==> src/fts_pkg.sv <==
// shared types and constants of the formula token scanner
// no dependencies; imported by every module of the block
package fts_pkg;

	// sequence limits and field widths
	localparam int MAX_SEQUENCE = 1024;
	localparam int POS_W        = $clog2(MAX_SEQUENCE);
	localparam int LEN_W        = POS_W + 1;
	localparam int CHAR_W       = 16;
	localparam int KIND_W       = 3;
	localparam int TOKEN_W      = KIND_W + POS_W + LEN_W;
	localparam int TDATA_OUT_W  = ((TOKEN_W + 7) / 8) * 8;

	// queue between front and back
	localparam int QUEUE_DEPTH  = 4;
	localparam int QPTR_W       = $clog2(QUEUE_DEPTH);

	// token kinds
	localparam logic [KIND_W-1:0] KIND_PLUS    = 3'd0;
	localparam logic [KIND_W-1:0] KIND_MINUS   = 3'd1;
	localparam logic [KIND_W-1:0] KIND_TIMES   = 3'd2;
	localparam logic [KIND_W-1:0] KIND_DIVIDE  = 3'd3;
	localparam logic [KIND_W-1:0] KIND_EQUALS  = 3'd4;
	localparam logic [KIND_W-1:0] KIND_ELEMENT = 3'd5;
	localparam logic [KIND_W-1:0] KIND_NUMBER  = 3'd6;
	localparam logic [KIND_W-1:0] KIND_TEXT    = 3'd7;

	// character classes seen by the back end
	typedef enum logic [3:0] {
		CL_ELEM,
		CL_PLUS,
		CL_MINUS,
		CL_TIMES,
		CL_DIV,
		CL_EQ,
		CL_DIGIT,
		CL_DOT,
		CL_E,
		CL_LETTER,
		CL_OTHER
	} char_class_t;

	// one classified element in the queue
	typedef struct packed {
		char_class_t        cls;
		logic [POS_W-1:0]   pos;
		logic               last;
	} scan_item_t;

endpackage

==> src/fts_front.sv <==
// front end: accepts element beats, classifies the character and tags its position
// depends on fts_pkg
module fts_front
	import fts_pkg::*;
(
	input  logic              clk,
	input  logic              arst_n,
	input  logic              in_valid,
	output logic              in_ready,
	input  logic [CHAR_W-1:0] char_code,
	input  logic              last_element,
	input  logic              queue_full,
	output logic              push,
	output scan_item_t        push_item
);

	localparam logic [POS_W-1:0] POS_LAST = POS_W'(MAX_SEQUENCE - 1);

	localparam logic [CHAR_W-1:0] CH_NUL    = 16'h0000;
	localparam logic [CHAR_W-1:0] CH_PLUS   = 16'h002B;
	localparam logic [CHAR_W-1:0] CH_MINUS  = 16'h002D;
	localparam logic [CHAR_W-1:0] CH_TIMES  = 16'h002A;
	localparam logic [CHAR_W-1:0] CH_DIV    = 16'h002F;
	localparam logic [CHAR_W-1:0] CH_EQ     = 16'h003D;
	localparam logic [CHAR_W-1:0] CH_DOT    = 16'h002E;
	localparam logic [CHAR_W-1:0] CH_E      = 16'h0045;
	localparam logic [CHAR_W-1:0] CH_ZERO   = 16'h0030;
	localparam logic [CHAR_W-1:0] CH_NINE   = 16'h0039;
	localparam logic [CHAR_W-1:0] CH_UP_A   = 16'h0041;
	localparam logic [CHAR_W-1:0] CH_UP_Z   = 16'h005A;
	localparam logic [CHAR_W-1:0] CH_LO_A   = 16'h0061;
	localparam logic [CHAR_W-1:0] CH_LO_Z   = 16'h007A;
	localparam logic [CHAR_W-1:0] CH_LATIN  = 16'h00FF;

	logic [POS_W-1:0] pos_q;
	char_class_t      cls;

	// character classification
	always_comb begin
		if (char_code == CH_NUL || char_code > CH_LATIN) begin
			cls = CL_ELEM;
		end else if (char_code == CH_PLUS) begin
			cls = CL_PLUS;
		end else if (char_code == CH_MINUS) begin
			cls = CL_MINUS;
		end else if (char_code == CH_TIMES) begin
			cls = CL_TIMES;
		end else if (char_code == CH_DIV) begin
			cls = CL_DIV;
		end else if (char_code == CH_EQ) begin
			cls = CL_EQ;
		end else if (char_code >= CH_ZERO && char_code <= CH_NINE) begin
			cls = CL_DIGIT;
		end else if (char_code == CH_DOT) begin
			cls = CL_DOT;
		end else if (char_code == CH_E) begin
			cls = CL_E;
		end else if ((char_code >= CH_UP_A && char_code <= CH_UP_Z) ||
				(char_code >= CH_LO_A && char_code <= CH_LO_Z)) begin
			cls = CL_LETTER;
		end else begin
			cls = CL_OTHER;
		end
	end

	// handshake into the queue
	assign in_ready       = !queue_full;
	assign push           = in_valid && in_ready;
	assign push_item.cls  = cls;
	assign push_item.pos  = pos_q;
	assign push_item.last = last_element;

	// element position, wraps at the sequence limit and restarts after the last element
	always_ff @(posedge clk or negedge arst_n) begin
		if (!arst_n) begin
			pos_q <= '0;
		end else if (push) begin
			if (last_element || pos_q == POS_LAST) begin
				pos_q <= '0;
			end else begin
				pos_q <= pos_q + POS_W'(1);
			end
		end
	end

endmodule

==> src/fts_queue.sv <==
// short queue of classified elements between front and back end
// depends on fts_pkg
module fts_queue
	import fts_pkg::*;
(
	input  logic       clk,
	input  logic       arst_n,
	input  logic       push,
	input  scan_item_t push_item,
	output logic       full,
	input  logic       pop,
	output logic       not_empty,
	output scan_item_t head
);

	scan_item_t        slots_q [QUEUE_DEPTH];
	logic [QPTR_W-1:0] wr_q;
	logic [QPTR_W-1:0] rd_q;
	logic [QPTR_W:0]   cnt_q;

	assign full      = (cnt_q == (QPTR_W+1)'(QUEUE_DEPTH));
	assign not_empty = (cnt_q != '0);
	assign head      = slots_q[rd_q];

	// storage
	always_ff @(posedge clk) begin
		if (push) begin
			slots_q[wr_q] <= push_item;
		end
	end

	// pointers and fill count
	always_ff @(posedge clk or negedge arst_n) begin
		if (!arst_n) begin
			wr_q  <= '0;
			rd_q  <= '0;
			cnt_q <= '0;
		end else begin
			if (push) begin
				wr_q <= wr_q + QPTR_W'(1);
			end
			if (pop) begin
				rd_q <= rd_q + QPTR_W'(1);
			end
			if (push && !pop) begin
				cnt_q <= cnt_q + (QPTR_W+1)'(1);
			end else if (pop && !push) begin
				cnt_q <= cnt_q - (QPTR_W+1)'(1);
			end
		end
	end

endmodule

==> src/fts_back.sv <==
// back end: scan sequencer that builds tokens, backs off failed number continuations,
// and drives the token output register; depends on fts_pkg
module fts_back
	import fts_pkg::*;
(
	input  logic              clk,
	input  logic              arst_n,
	input  logic              item_valid,
	input  scan_item_t        item,
	output logic              pop,
	output logic              out_valid,
	input  logic              out_ready,
	output logic [KIND_W-1:0] token_kind,
	output logic [POS_W-1:0]  token_start,
	output logic [LEN_W-1:0]  token_length,
	output logic              last_token
);

	typedef enum logic [2:0] {
		M_IDLE,
		M_TEXT,
		M_INT,
		M_DOT,
		M_FRAC,
		M_EHELD,
		M_ESIGN,
		M_EXP
	} mode_t;

	typedef enum logic [1:0] {
		PH_CHAR,
		PH_SIGN,
		PH_END
	} phase_t;

	typedef enum logic [2:0] {
		ACT_GROW,
		ACT_HOLD_DOT,
		ACT_HOLD_E,
		ACT_CLOSE,
		ACT_OP,
		ACT_OPEN_INT,
		ACT_OPEN_TEXT
	} act_t;

	mode_t            mode_q, mode_d;
	phase_t           phase_q, phase_d;
	logic [POS_W-1:0] start_q, start_d;
	logic [LEN_W-1:0] len_q, len_d;
	logic             sign_q, sign_d;
	logic             out_valid_q;
	logic [KIND_W-1:0] kind_q;
	logic [POS_W-1:0] tstart_q;
	logic [LEN_W-1:0] tlen_q;
	logic             tlast_q;

	logic             slot_free;
	logic             held_mode;
	logic [1:0]       held_k;
	char_class_t      scan_cls;
	logic             scan_last;
	logic [POS_W-1:0] scan_pos;
	logic             scan_letter;
	logic             scan_single;
	logic [KIND_W-1:0] op_kind;
	logic [KIND_W-1:0] close_kind;
	act_t             act;
	logic             done;
	logic             emit;
	logic [KIND_W-1:0] emit_kind;
	logic [POS_W-1:0] emit_start;
	logic [LEN_W-1:0] emit_len;
	logic             emit_last;

	// length grows with saturation at the sequence limit
	function automatic logic [LEN_W-1:0] sat_grow(input logic [LEN_W-1:0] len,
			input logic [1:0] amt);
		logic [LEN_W:0] sum;
		sum = {1'b0, len} + {{(LEN_W-1){1'b0}}, amt};
		if (sum > (LEN_W+1)'(MAX_SEQUENCE)) begin
			return LEN_W'(MAX_SEQUENCE);
		end
		return sum[LEN_W-1:0];
	endfunction

	assign slot_free  = !out_valid_q || out_ready;
	assign held_mode  = (mode_q == M_DOT) || (mode_q == M_EHELD) || (mode_q == M_ESIGN);
	assign held_k     = (mode_q == M_ESIGN) ? 2'd2 : 2'd1;
	assign close_kind = (mode_q == M_TEXT) ? KIND_TEXT : KIND_NUMBER;

	// the held sign is replayed as its own character after a failed exponent
	assign scan_cls  = (phase_q == PH_SIGN) ? (sign_q ? CL_MINUS : CL_PLUS) : item.cls;
	assign scan_last = (phase_q == PH_SIGN) ? 1'b0 : item.last;
	assign scan_pos  = (phase_q == PH_SIGN) ? item.pos - POS_W'(1) : item.pos;
	assign scan_letter = (scan_cls == CL_LETTER) || (scan_cls == CL_E);
	assign scan_single = (scan_cls == CL_ELEM) || (scan_cls == CL_PLUS) ||
		(scan_cls == CL_MINUS) || (scan_cls == CL_TIMES) ||
		(scan_cls == CL_DIV) || (scan_cls == CL_EQ);

	// kind of a single-element token
	always_comb begin
		case (scan_cls)
			CL_PLUS:  op_kind = KIND_PLUS;
			CL_MINUS: op_kind = KIND_MINUS;
			CL_TIMES: op_kind = KIND_TIMES;
			CL_DIV:   op_kind = KIND_DIVIDE;
			CL_EQ:    op_kind = KIND_EQUALS;
			default:  op_kind = KIND_ELEMENT;
		endcase
	end

	// what one scan step does in the current mode
	always_comb begin
		case (mode_q)
			M_IDLE: begin
				if (scan_single) begin
					act = ACT_OP;
				end else if (scan_cls == CL_DIGIT) begin
					act = ACT_OPEN_INT;
				end else begin
					act = ACT_OPEN_TEXT;
				end
			end
			M_TEXT: act = scan_letter ? ACT_GROW : ACT_CLOSE;
			M_INT: begin
				if (scan_cls == CL_DIGIT) begin
					act = ACT_GROW;
				end else if (scan_cls == CL_DOT && !scan_last) begin
					act = ACT_HOLD_DOT;
				end else if (scan_cls == CL_E && !scan_last) begin
					act = ACT_HOLD_E;
				end else begin
					act = ACT_CLOSE;
				end
			end
			M_FRAC: begin
				if (scan_cls == CL_DIGIT) begin
					act = ACT_GROW;
				end else if (scan_cls == CL_E && !scan_last) begin
					act = ACT_HOLD_E;
				end else begin
					act = ACT_CLOSE;
				end
			end
			M_EXP: act = (scan_cls == CL_DIGIT) ? ACT_GROW : ACT_CLOSE;
			default: act = ACT_CLOSE;
		endcase
	end

	// sequencer next state, one token at most per cycle
	always_comb begin
		mode_d     = mode_q;
		phase_d    = phase_q;
		start_d    = start_q;
		len_d      = len_q;
		sign_d     = sign_q;
		pop        = 1'b0;
		done       = 1'b0;
		emit       = 1'b0;
		emit_kind  = close_kind;
		emit_start = start_q;
		emit_len   = len_q;
		emit_last  = 1'b0;
		if (item_valid) begin
			case (phase_q)
				PH_END: begin
					// close the open token at the end of the sequence
					if (slot_free) begin
						emit      = 1'b1;
						emit_last = 1'b1;
						mode_d    = M_IDLE;
						phase_d   = PH_CHAR;
						start_d   = '0;
						len_d     = '0;
						pop       = 1'b1;
					end
				end
				PH_CHAR, PH_SIGN: begin
					if (phase_q == PH_CHAR && held_mode) begin
						if (mode_q == M_EHELD && !item.last &&
								(item.cls == CL_PLUS || item.cls == CL_MINUS)) begin
							// exponent sign joins the held part
							mode_d = M_ESIGN;
							sign_d = (item.cls == CL_MINUS);
							pop    = 1'b1;
						end else if (item.cls == CL_DIGIT) begin
							// held part joins the number
							len_d  = sat_grow(len_q, held_k + 2'd1);
							mode_d = (mode_q == M_DOT) ? M_FRAC : M_EXP;
							if (item.last) begin
								phase_d = PH_END;
							end else begin
								pop = 1'b1;
							end
						end else if (slot_free) begin
							// back off: number ends, held dot or E opens a text token
							emit      = 1'b1;
							emit_kind = KIND_NUMBER;
							mode_d    = M_TEXT;
							start_d   = item.pos - {{(POS_W-2){1'b0}}, held_k};
							len_d     = LEN_W'(1);
							phase_d   = (mode_q == M_ESIGN) ? PH_SIGN : PH_CHAR;
						end
					end else begin
						case (act)
							ACT_GROW: begin
								len_d = sat_grow(len_q, 2'd1);
								done  = 1'b1;
							end
							ACT_HOLD_DOT: begin
								mode_d = M_DOT;
								done   = 1'b1;
							end
							ACT_HOLD_E: begin
								mode_d = M_EHELD;
								done   = 1'b1;
							end
							ACT_CLOSE: begin
								if (slot_free) begin
									emit   = 1'b1;
									mode_d = M_IDLE;
									len_d  = '0;
								end
							end
							ACT_OP: begin
								if (slot_free) begin
									emit       = 1'b1;
									emit_kind  = op_kind;
									emit_start = scan_pos;
									emit_len   = LEN_W'(1);
									emit_last  = scan_last;
									done       = 1'b1;
								end
							end
							ACT_OPEN_INT: begin
								mode_d  = M_INT;
								start_d = scan_pos;
								len_d   = LEN_W'(1);
								done    = 1'b1;
							end
							ACT_OPEN_TEXT: begin
								mode_d  = M_TEXT;
								start_d = scan_pos;
								len_d   = LEN_W'(1);
								done    = 1'b1;
							end
							default: begin
								done = 1'b0;
							end
						endcase
						// finish the element or move to the next step
						if (done) begin
							if (phase_q == PH_SIGN) begin
								phase_d = PH_CHAR;
							end else if (scan_last) begin
								if (act == ACT_OP) begin
									start_d = '0;
									len_d   = '0;
									pop     = 1'b1;
								end else begin
									phase_d = PH_END;
								end
							end else begin
								pop = 1'b1;
							end
						end
					end
				end
				default: begin
					phase_d = PH_CHAR;
				end
			endcase
		end
	end

	// scan state and token output register
	always_ff @(posedge clk or negedge arst_n) begin
		if (!arst_n) begin
			mode_q      <= M_IDLE;
			phase_q     <= PH_CHAR;
			start_q     <= '0;
			len_q       <= '0;
			sign_q      <= 1'b0;
			out_valid_q <= 1'b0;
			kind_q      <= '0;
			tstart_q    <= '0;
			tlen_q      <= '0;
			tlast_q     <= 1'b0;
		end else begin
			mode_q  <= mode_d;
			phase_q <= phase_d;
			start_q <= start_d;
			len_q   <= len_d;
			sign_q  <= sign_d;
			if (emit) begin
				out_valid_q <= 1'b1;
				kind_q      <= emit_kind;
				tstart_q    <= emit_start;
				tlen_q      <= emit_len;
				tlast_q     <= emit_last;
			end else if (out_ready) begin
				out_valid_q <= 1'b0;
			end
		end
	end

	assign out_valid    = out_valid_q;
	assign token_kind   = kind_q;
	assign token_start  = tstart_q;
	assign token_length = tlen_q;
	assign last_token   = tlast_q;

endmodule

==> src/formula_token_scanner.sv <==
// formula token scanner top level: front end, element queue and scan back end
// depends on fts_pkg, fts_front, fts_queue, fts_back
//
// channel   direction  tdata (low bit up)                        tlast
// s_axis    in         char_code[15:0]                           last_element
// m_axis    out        token_kind[2:0] token_start[12:3]          last_token
//                      token_length[23:13]
//
// the back end takes each element in turn; it also spends extra steps on each
// token it emits before that element's own, on a token that the last element
// leaves open, and on a failed number continuation, more so for a held exponent
// sign.
// an element waits in the queue until the back end takes it; a token appears on
// m_axis in the cycle after it is built. asynchronous reset clears the position,
// scan state and queue. a stall on m_axis holds the back end only when it has a
// token to emit; the front keeps taking beats until the four-entry queue is full.
module formula_token_scanner
	import fts_pkg::*;
(
	input  logic                   clk,
	input  logic                   arst_n,
	input  logic                   s_axis_tvalid,
	output logic                   s_axis_tready,
	input  logic [CHAR_W-1:0]      s_axis_tdata,   // char_code
	input  logic                   s_axis_tlast,
	output logic                   m_axis_tvalid,
	input  logic                   m_axis_tready,
	output logic [TDATA_OUT_W-1:0] m_axis_tdata,   // token_kind, token_start, token_length
	output logic                   m_axis_tlast
);

	logic              push;
	scan_item_t        push_item;
	logic              queue_full;
	logic              pop;
	logic              not_empty;
	scan_item_t        head;
	logic [KIND_W-1:0] token_kind;
	logic [POS_W-1:0]  token_start;
	logic [LEN_W-1:0]  token_length;

	// accept and classify
	fts_front u_front (
		.clk          (clk),
		.arst_n       (arst_n),
		.in_valid     (s_axis_tvalid),
		.in_ready     (s_axis_tready),
		.char_code    (s_axis_tdata),
		.last_element (s_axis_tlast),
		.queue_full   (queue_full),
		.push         (push),
		.push_item    (push_item)
	);

	// decoupling queue
	fts_queue u_queue (
		.clk       (clk),
		.arst_n    (arst_n),
		.push      (push),
		.push_item (push_item),
		.full      (queue_full),
		.pop       (pop),
		.not_empty (not_empty),
		.head      (head)
	);

	// scan and emit tokens
	fts_back u_back (
		.clk          (clk),
		.arst_n       (arst_n),
		.item_valid   (not_empty),
		.item         (head),
		.pop          (pop),
		.out_valid    (m_axis_tvalid),
		.out_ready    (m_axis_tready),
		.token_kind   (token_kind),
		.token_start  (token_start),
		.token_length (token_length),
		.last_token   (m_axis_tlast)
	);

	// output beat packing
	assign m_axis_tdata = TDATA_OUT_W'({token_length, token_start, token_kind});

endmodule

==> config.mk <==
export PLATFORM = sky130hd
export DESIGN_NAME = formula_token_scanner
export DESIGN_NICKNAME = d
export VERILOG_FILES = /design/src/fts_pkg.sv /design/src/fts_front.sv /design/src/fts_queue.sv /design/src/fts_back.sv /design/src/formula_token_scanner.sv
export SDC_FILE = /design/constraint.sdc
export NUM_CORES = 1
export LEC_CHECK = 0
export ABC_AREA = 1
export BUFFER_PORTS_ARGS = -buffer_cell sky130_fd_sc_hd__clkbuf_2
export CORE_MARGIN = 5
export CORE_UTILIZATION = 62
export DETAILED_ROUTE_END_ITERATION = 8
export PLACE_DENSITY_LB_ADDON = 0.08
export REMOVE_ABC_BUFFERS = 1
export SYNTH_ARGS = -nofsm -noshare
export SYNTH_HDL_FRONTEND = slang
export SYNTH_SLANG_ARGS = --single-unit
==> constraint.sdc <==
create_clock -name clk -period 4.2 [get_ports clk]
set_clock_uncertainty 0.15 [all_clocks]
set_input_delay 0.84 -clock clk [delete_from_list [all_inputs] [get_ports clk]]
set_output_delay 0.84 -clock clk [all_outputs]
set_load 0.005 [all_outputs]
; ---- Yosys cells after proc, flatten, opt, wreduce, memory -nomap -nowiden
; Memory sizes are Yosys's and may differ from the RTL's.
; Cells that the tools add are included.
[totals]
mem_bits_rw = 60
register_bits = 70
input_bits = 21
word_cells = 262
n_memories = 1
[classes]
eq_ne = 47
add_sub_neg = 10
order_cmp = 9
mux = 133
reduce_logical = 48
[mem_list]
columns = name, words, word_bits, read_ports, rd_clocked_by_memory_dff, write_ports, line
row1 = u_queue.slots_q, 4, 15, 1, 0, 1, fts_queue.sv:16  ; scan_item_t slots_q [QUEUE_DEPTH];
[op_table]
columns = cell, count
row1 = 11-bit two-way mux, 17
row2 = 10-bit two-way mux, 17
row3 = 16-bit by 6-bit == test with 1-bit output (second input constant), 6
row4 = 3-bit two-way mux, 19
row5 = 3-bit case mux with 5 select lines, 3
row6 = 1-bit two-way mux, 41
row7 = 4-bit two-way mux, 10
row8 = 2-bit two-way mux, 17
row9 = 11-bit case mux with 3 select lines, 1
row10 = 16-bit by 7-bit greater-or-equal comparator with 1-bit output (second input constant), 2
row11 = 16-bit by 7-bit less-or-equal comparator with 1-bit output (second input constant), 2
row12 = 3-bit == test (second input constant), 8
row13 = 12-bit by 11-bit greater-than comparator with 1-bit output (second input constant), 2
row14 = 11-bit case mux with 2 select lines, 1
row15 = 4-bit by 3-bit == test with 1-bit output (second input constant), 5
row16 = 10-bit case mux with 2 select lines, 1
row17 = 16-bit by 7-bit == test with 1-bit output (second input constant), 1
row18 = 16-bit by 6-bit greater-or-equal comparator with 1-bit output (second input constant), 1
row19 = 16-bit by 8-bit greater-than comparator with 1-bit output (second input constant), 1
row20 = 16-bit by 6-bit less-or-equal comparator with 1-bit output (second input constant), 1
row21 = 16-bit logical NOT, 1
row22 = 1-bit logical OR, 13
row23 = 11-bit by 1-bit adder with 12-bit output (second input constant), 1
row24 = 11-bit by 2-bit adder with 12-bit output, 1
row25 = other kinds (39), 75

; ---- Depth between registers and ports, before layout
[depth]
ltp_word = 23
ltp_mapped = 28
ltp_nobuf = 27

; ---- By module
; A second synthesis with hierarchy kept.
[unflattened]
cells_unflattened = 1174
hier_area_um2 = 8629.5
[modules_own_cells]
columns = mod, area_per_inst_um2, cells_per_inst, n_inst, seq_area_each_um2
row1 = fts_back, 4772.1, 794, 1, 1326.3
row2 = fts_queue, 2860.2, 224, 1, 1976.9
row3 = fts_front, 997.2, 156, 1, 250.2

; ---- Least setup slack after synthesis
; No wires, ideal clock.
[synth_timing]
kind = register -> register
from = register u_queue.rd_q[0]
to = register u_queue.cnt_q[1]
t_arrival_ps = 3590
setup_slack_ps = 336
stages_incl_launch_ff = 24
setup_ps = 125
synth_period_minus_slack_ps = 3864
path_cell_list = dfrtp_1 buf_2 nand2_1 nand3_1 nand2_1 nand2_1 nor2_1 nand3_1 a21boi_0 nor3_1 ha_1 inv_1 nor2_4 nand2_1 a31oi_2 nor2_1 a211oi_1 nand2_1 nand2_1 inv_1 ha_1 inv_1 fa_1 mux2_2
[synth_between]
elab_chain_cells = 23
elab_cells_between_ends = 64
classes_between = 17 x eq/ne / 26 x mux / 20 x reduce/logical / 1 x memory
[synth_rtl]
columns = item, line
row1 = "start, declared", fts_queue.sv:18  ; logic [QPTR_W-1:0] rd_q;
row2 = "start signal, assigned", fts_queue.sv:43  ; rd_q <= rd_q + QPTR_W'(1);
row3 = memory read 4 x 15 bit *, n/a
row4 = 4-bit two-way mux, fts_back.sv:92  ; assign scan_cls = (phase_q == PH_SIGN) ? (sign_q ? CL_MINUS : CL_PLUS) : item.cls;
row5 = 4-bit by 1-bit == test with 1-bit output / 4-bit logical NOT (equally long branches), fts_back.sv:96  ; assign scan_single = (scan_cls == CL_ELEM) || (scan_cls == CL_PLUS) ||
row6 = 1-bit logical OR (2 in a row), fts_back.sv:96
row7 = 1-bit logical OR (2 in a row), fts_back.sv:97  ; (scan_cls == CL_MINUS) || (scan_cls == CL_TIMES) ||
row8 = 1-bit logical OR, fts_back.sv:98  ; (scan_cls == CL_DIV) || (scan_cls == CL_EQ);
row9 = 3-bit two-way mux, fts_back.sv:116  ; if (scan_single) begin
row10 = 3-bit case mux with 5 select lines, fts_back.sv:114  ; case (mode_q)
row11 = (+5 left out), n/a
row12 = 1-bit two-way mux, fts_back.sv:164  ; if (item_valid) begin
row13 = 1-bit two-way mux, fts_back.sv:252  ; if (done) begin
row14 = 1-bit two-way mux *, fts_back.sv:179  ; if (phase_q == PH_CHAR && held_mode) begin
row15 = 1-bit case mux with 2 select lines *, fts_back.sv:165  ; case (phase_q)
row16 = 1-bit two-way mux *, fts_back.sv:164
row17 = 1-bit logical NOT, fts_queue.sv:45  ; if (push && !pop) begin
row18 = 1-bit logical AND, fts_queue.sv:45
row19 = 3-bit two-way mux / 2-bit nonzero test (equally long branches), n/a
row20 = "end signal, assigned", fts_queue.sv:46  ; cnt_q <= cnt_q + (QPTR_W+1)'(1);
row21 = "end signal, assigned", fts_queue.sv:48  ; cnt_q <= cnt_q - (QPTR_W+1)'(1);
row22 = "end, declared", fts_queue.sv:19  ; logic [QPTR_W:0] cnt_q;
; Mark *: on every way between the ends. The rest lies on a longest branch, timed or not. The select of a mux whose other input is x is not followed.
; A chain may end at the register's enable or synchronous reset.

; ---- Final worst setup path
; Ends and elaborated chain as after synthesis.

==> results.json <==
{
  "die_w_um": 124.0,
  "dieArea_um2": 15380,
  "antenna_found_initial": 0,
  "yosysTopAreaCell": "edfxtp_1",
  "synth_async_sr_flop_share_pct": 53.85,
  "core_um2": 12670,
  "critPathTopFamily": "simple AND/OR/NAND/NOR gates",
  "place_inst": 1264,
  "setup_viol": 0,
  "ys_top_cells_by_area": "edfxtp_1, dfrtp_1, nand2_1",
  "row_count": 41,
  "fin_crit_ps": 4019,
  "gp_congestion": 0.9812,
  "worst_pin_slew_ps": 909.2,
  "post_dp_cell_area_um2": 8491,
  "grt_busiest_layer": "met2",
  "grt_start_max_net_pins": 71,
  "synth-edff-count": 60,
  "path_clk_slew_ps": 60,
  "crit_path_start_kind": "flop",
  "synth-seq-cells": 130,
  "grtUsageMet1_pct": 36.29,
  "path_depth": 23,
  "drive_gt1_share_pct": 16.15,
  "vias_per_cell": 5.732,
  "fp.dieH_um": 124.0,
  "num_vias": 7446,
  "cp_max_fo": 8,
  "status": "completed",
  "cts_buffers": 17,
  "synth_ff_type": "dfrtp_1",
  "fin_util_pct": 72.41,
  "syn_avg_cell_area_um2": 7.661,
  "firstDrtPassIters": 5,
  "fmax_mhz": 248.8,
  "clock_sinks": 130,
  "htree_levels": 4,
  "fin_tns_setup_ps": 0,
  "initial_core_util_pct": 63.60,
  "hpwlAfterDp_um": 14720,
  "io-pin-count": 48,
  "cp.required_ps": 4360,
  "stdcell_count": 1299,
  "place.port_buffers": 47,
  "ys_seq_area_share_pct": 44.09,
  "holdPathStages": 2,
  "wirelength_um": 20660,
  "drc": 0,
  "syn_area_um2": 8059,
  "crit_type": "flop to flop",
  "cts_tree": "done",
  "endpoint_kind": "flop",
  "r2r_cells": 23,
  "globalRouteMet2Util_pct": 45.69,
  "cp_slowest_cell": "dfrtp_2",
  "hold_buffers": 0,
  "grt_pass1_vias": 6862,
  "final_max_slew_viol_count": 0,
  "maxCapViolations": 0,
  "yosysUniqueCellTypes": 55,
  "grt_use_total_pct": 27.95,
  "hp-class": "flop to flop",
  "worst_hold_slack_ps": 329.8,
  "stdcell_area_um2": 9175,
  "ir_drop_mv": 0.6054,
  "synth_commonest_cells": "nand2_1, nand3_1, nor2_1",
  "use_met3_pct": 6.040,
  "nets": 1154,
  "grt_overflow": 0,
  "power.leakage_nw": 4.223,
  "cts.path.max_buffers": 2,
  "syn_inst": 1052,
  "r2r_slack_ps": 180,
  "antenna_cells": 0,
  "drtIter0Drc": 767,
  "ant_nets": 0,
  "layout-area-overhead-vs-synth_pct": 13.85,
  "avgRoutedWirePerCell_um": 15.91,
  "clockRootBuffer": "clkbuf_16",
  "synth_top_cell_area_share_pct": 22.36,
  "fin_crit_sh_pct": 95.70,
  "pwr_density_cell_nw_per_um2": 869.3,
  "grt_pass1_wl_um": 33340,
  "worstPathArrival_ps": 4180,
  "yosysMostFrequentCell": "nand2_1",
  "ys_warn_count": 0,
  "worstPathCellList": "buf_4, nand2_1, nand3_1, nand2_1, inv_1, nand2_1, nor2_1, nand3_1, nand2_1, a21boi_0, nor2_2, inv_1, ha_1, a31oi_4, nor2_2, a211oi_2, nand2_1, nand2_2, inv_1, ha_1, inv_1, fa_1, mux2_2",
  "clock_latency_ps": 430,
  "worst-path-buf-inv": 5,
  "max_slew_margin_pct": 39.38,
  "grt_setup_unrepaired": "yes",
  "cpMostUsedCell": "nand2_1",
  "hold_violations": 0,
  "critPathMaxStageDelay_ps": 430
}
## layout make-up
type,count,area [um^2]
Clock inverter,15,171.4
Multi-Input combinational cell,792,3999
Fill cell,1013,3496
Inverter,101,384.1
Sequential cell,130,3555
Tap cell,172,215.2
Clock buffer,17,425.4
Timing Repair Buffer,71,417.9
Timing Repair inverter,1,7.507
## metal layers
| metal | share of wire, % | up-vias |
|---|---|---|
| met5 | 0 | - |
| met4 | 2.9 | 0 |
| met3 | 8.2 | 57 |
| met2 | 47 | 355 |
| met1 | 42 | 3416 |
| li1 | - | 3618 |
## what timing repair did
item                       in CTS  in global routing
setup endpoints to repair       0                 25
setup buffers                   0                  2
gates resized for setup         0                 19
## kinds of logic after synthesis
family | synth area share [%]
fa+ha+maj | 3.136
mux | 0.1397
compound gates | 10.71
flops | 44.09
buf+inv | 7.080
xor+xnor | 1.521
simple gates | 33.32
## metrics by stage
stage               total power [mW]  setup WS (ps)
detailed placement             6.231          70.70
finish                         7.976          180.6
floorplan                      5.000         -304.1
global route                   8.607         -164.0
global placement               6.159          178.5
CTS                            7.757          44.73
## cells in the final DEF, fill, tap and decap left out, types with 10 or more instances in the layout
cell type  instances
o21ai_0           47
inv_2             18
nand3_1          100
dfrtp_1           69
clkbuf_2          46
xor2_1            10
nor3_1            19
inv_1             78
o21ai_1           17
nand4_1           12
edfxtp_1          60
nand2_1          333
ha_1              16
nor2_1            87
clkbuf_16         17
a21oi_1           50
buf_4             25
nand2_2           14
o211ai_1          12
## report_power, final
group	switching [mW]	internal, mW	leakage [nW]	total (mW)
sequential	0.262	1.70	1.48	1.96
clock	0.608	0.891	0.285	1.50
combinational	3.05	1.47	2.45	4.52
total	3.92	4.06	4.22	7.98
## tightest hold or removal path: stages, from the launching register on
cell,delay (ps)
dfrtp_1,340
nand2_1,50
nand2_1,50
## final timing paths
kind,start,end
min,u_back.token_length[6]$_DFFE_PN0P_,u_back.token_length[6]$_DFFE_PN0P_
max in group asynchronous,arst_n,u_queue.rd_q[0]$_DFFE_PN0P_
min in group asynchronous,arst_n,u_back.start_q[8]$_DFFE_PN0P_
max,u_queue.rd_q[0]$_DFFE_PN0P_,u_queue.cnt_q[1]$_DFFE_PN0P_
max reg2reg,u_queue.rd_q[0]$_DFFE_PN0P_,u_queue.cnt_q[1]$_DFFE_PN0P_
min reg2reg,u_back.token_length[6]$_DFFE_PN0P_,u_back.token_length[6]$_DFFE_PN0P_
## sequential cells by signal (all words and copies together) (netlist names)
signal               count
u_back.token_start      10
u_back.len_q            11
u_queue.cnt_q            3
u_back.token_kind        3
u_back.sign_q            1
u_back.out_valid         1
u_queue.rd_q             2
u_queue.wr_q             2
u_back.last_token        1
u_back.mode_q            3
u_front.pos_q           10
u_back.start_q          10
u_back.phase_q           2
u_back.token_length     11
u_queue.slots_q         60
No activity file was read; power rests on OpenSTA's default activity.
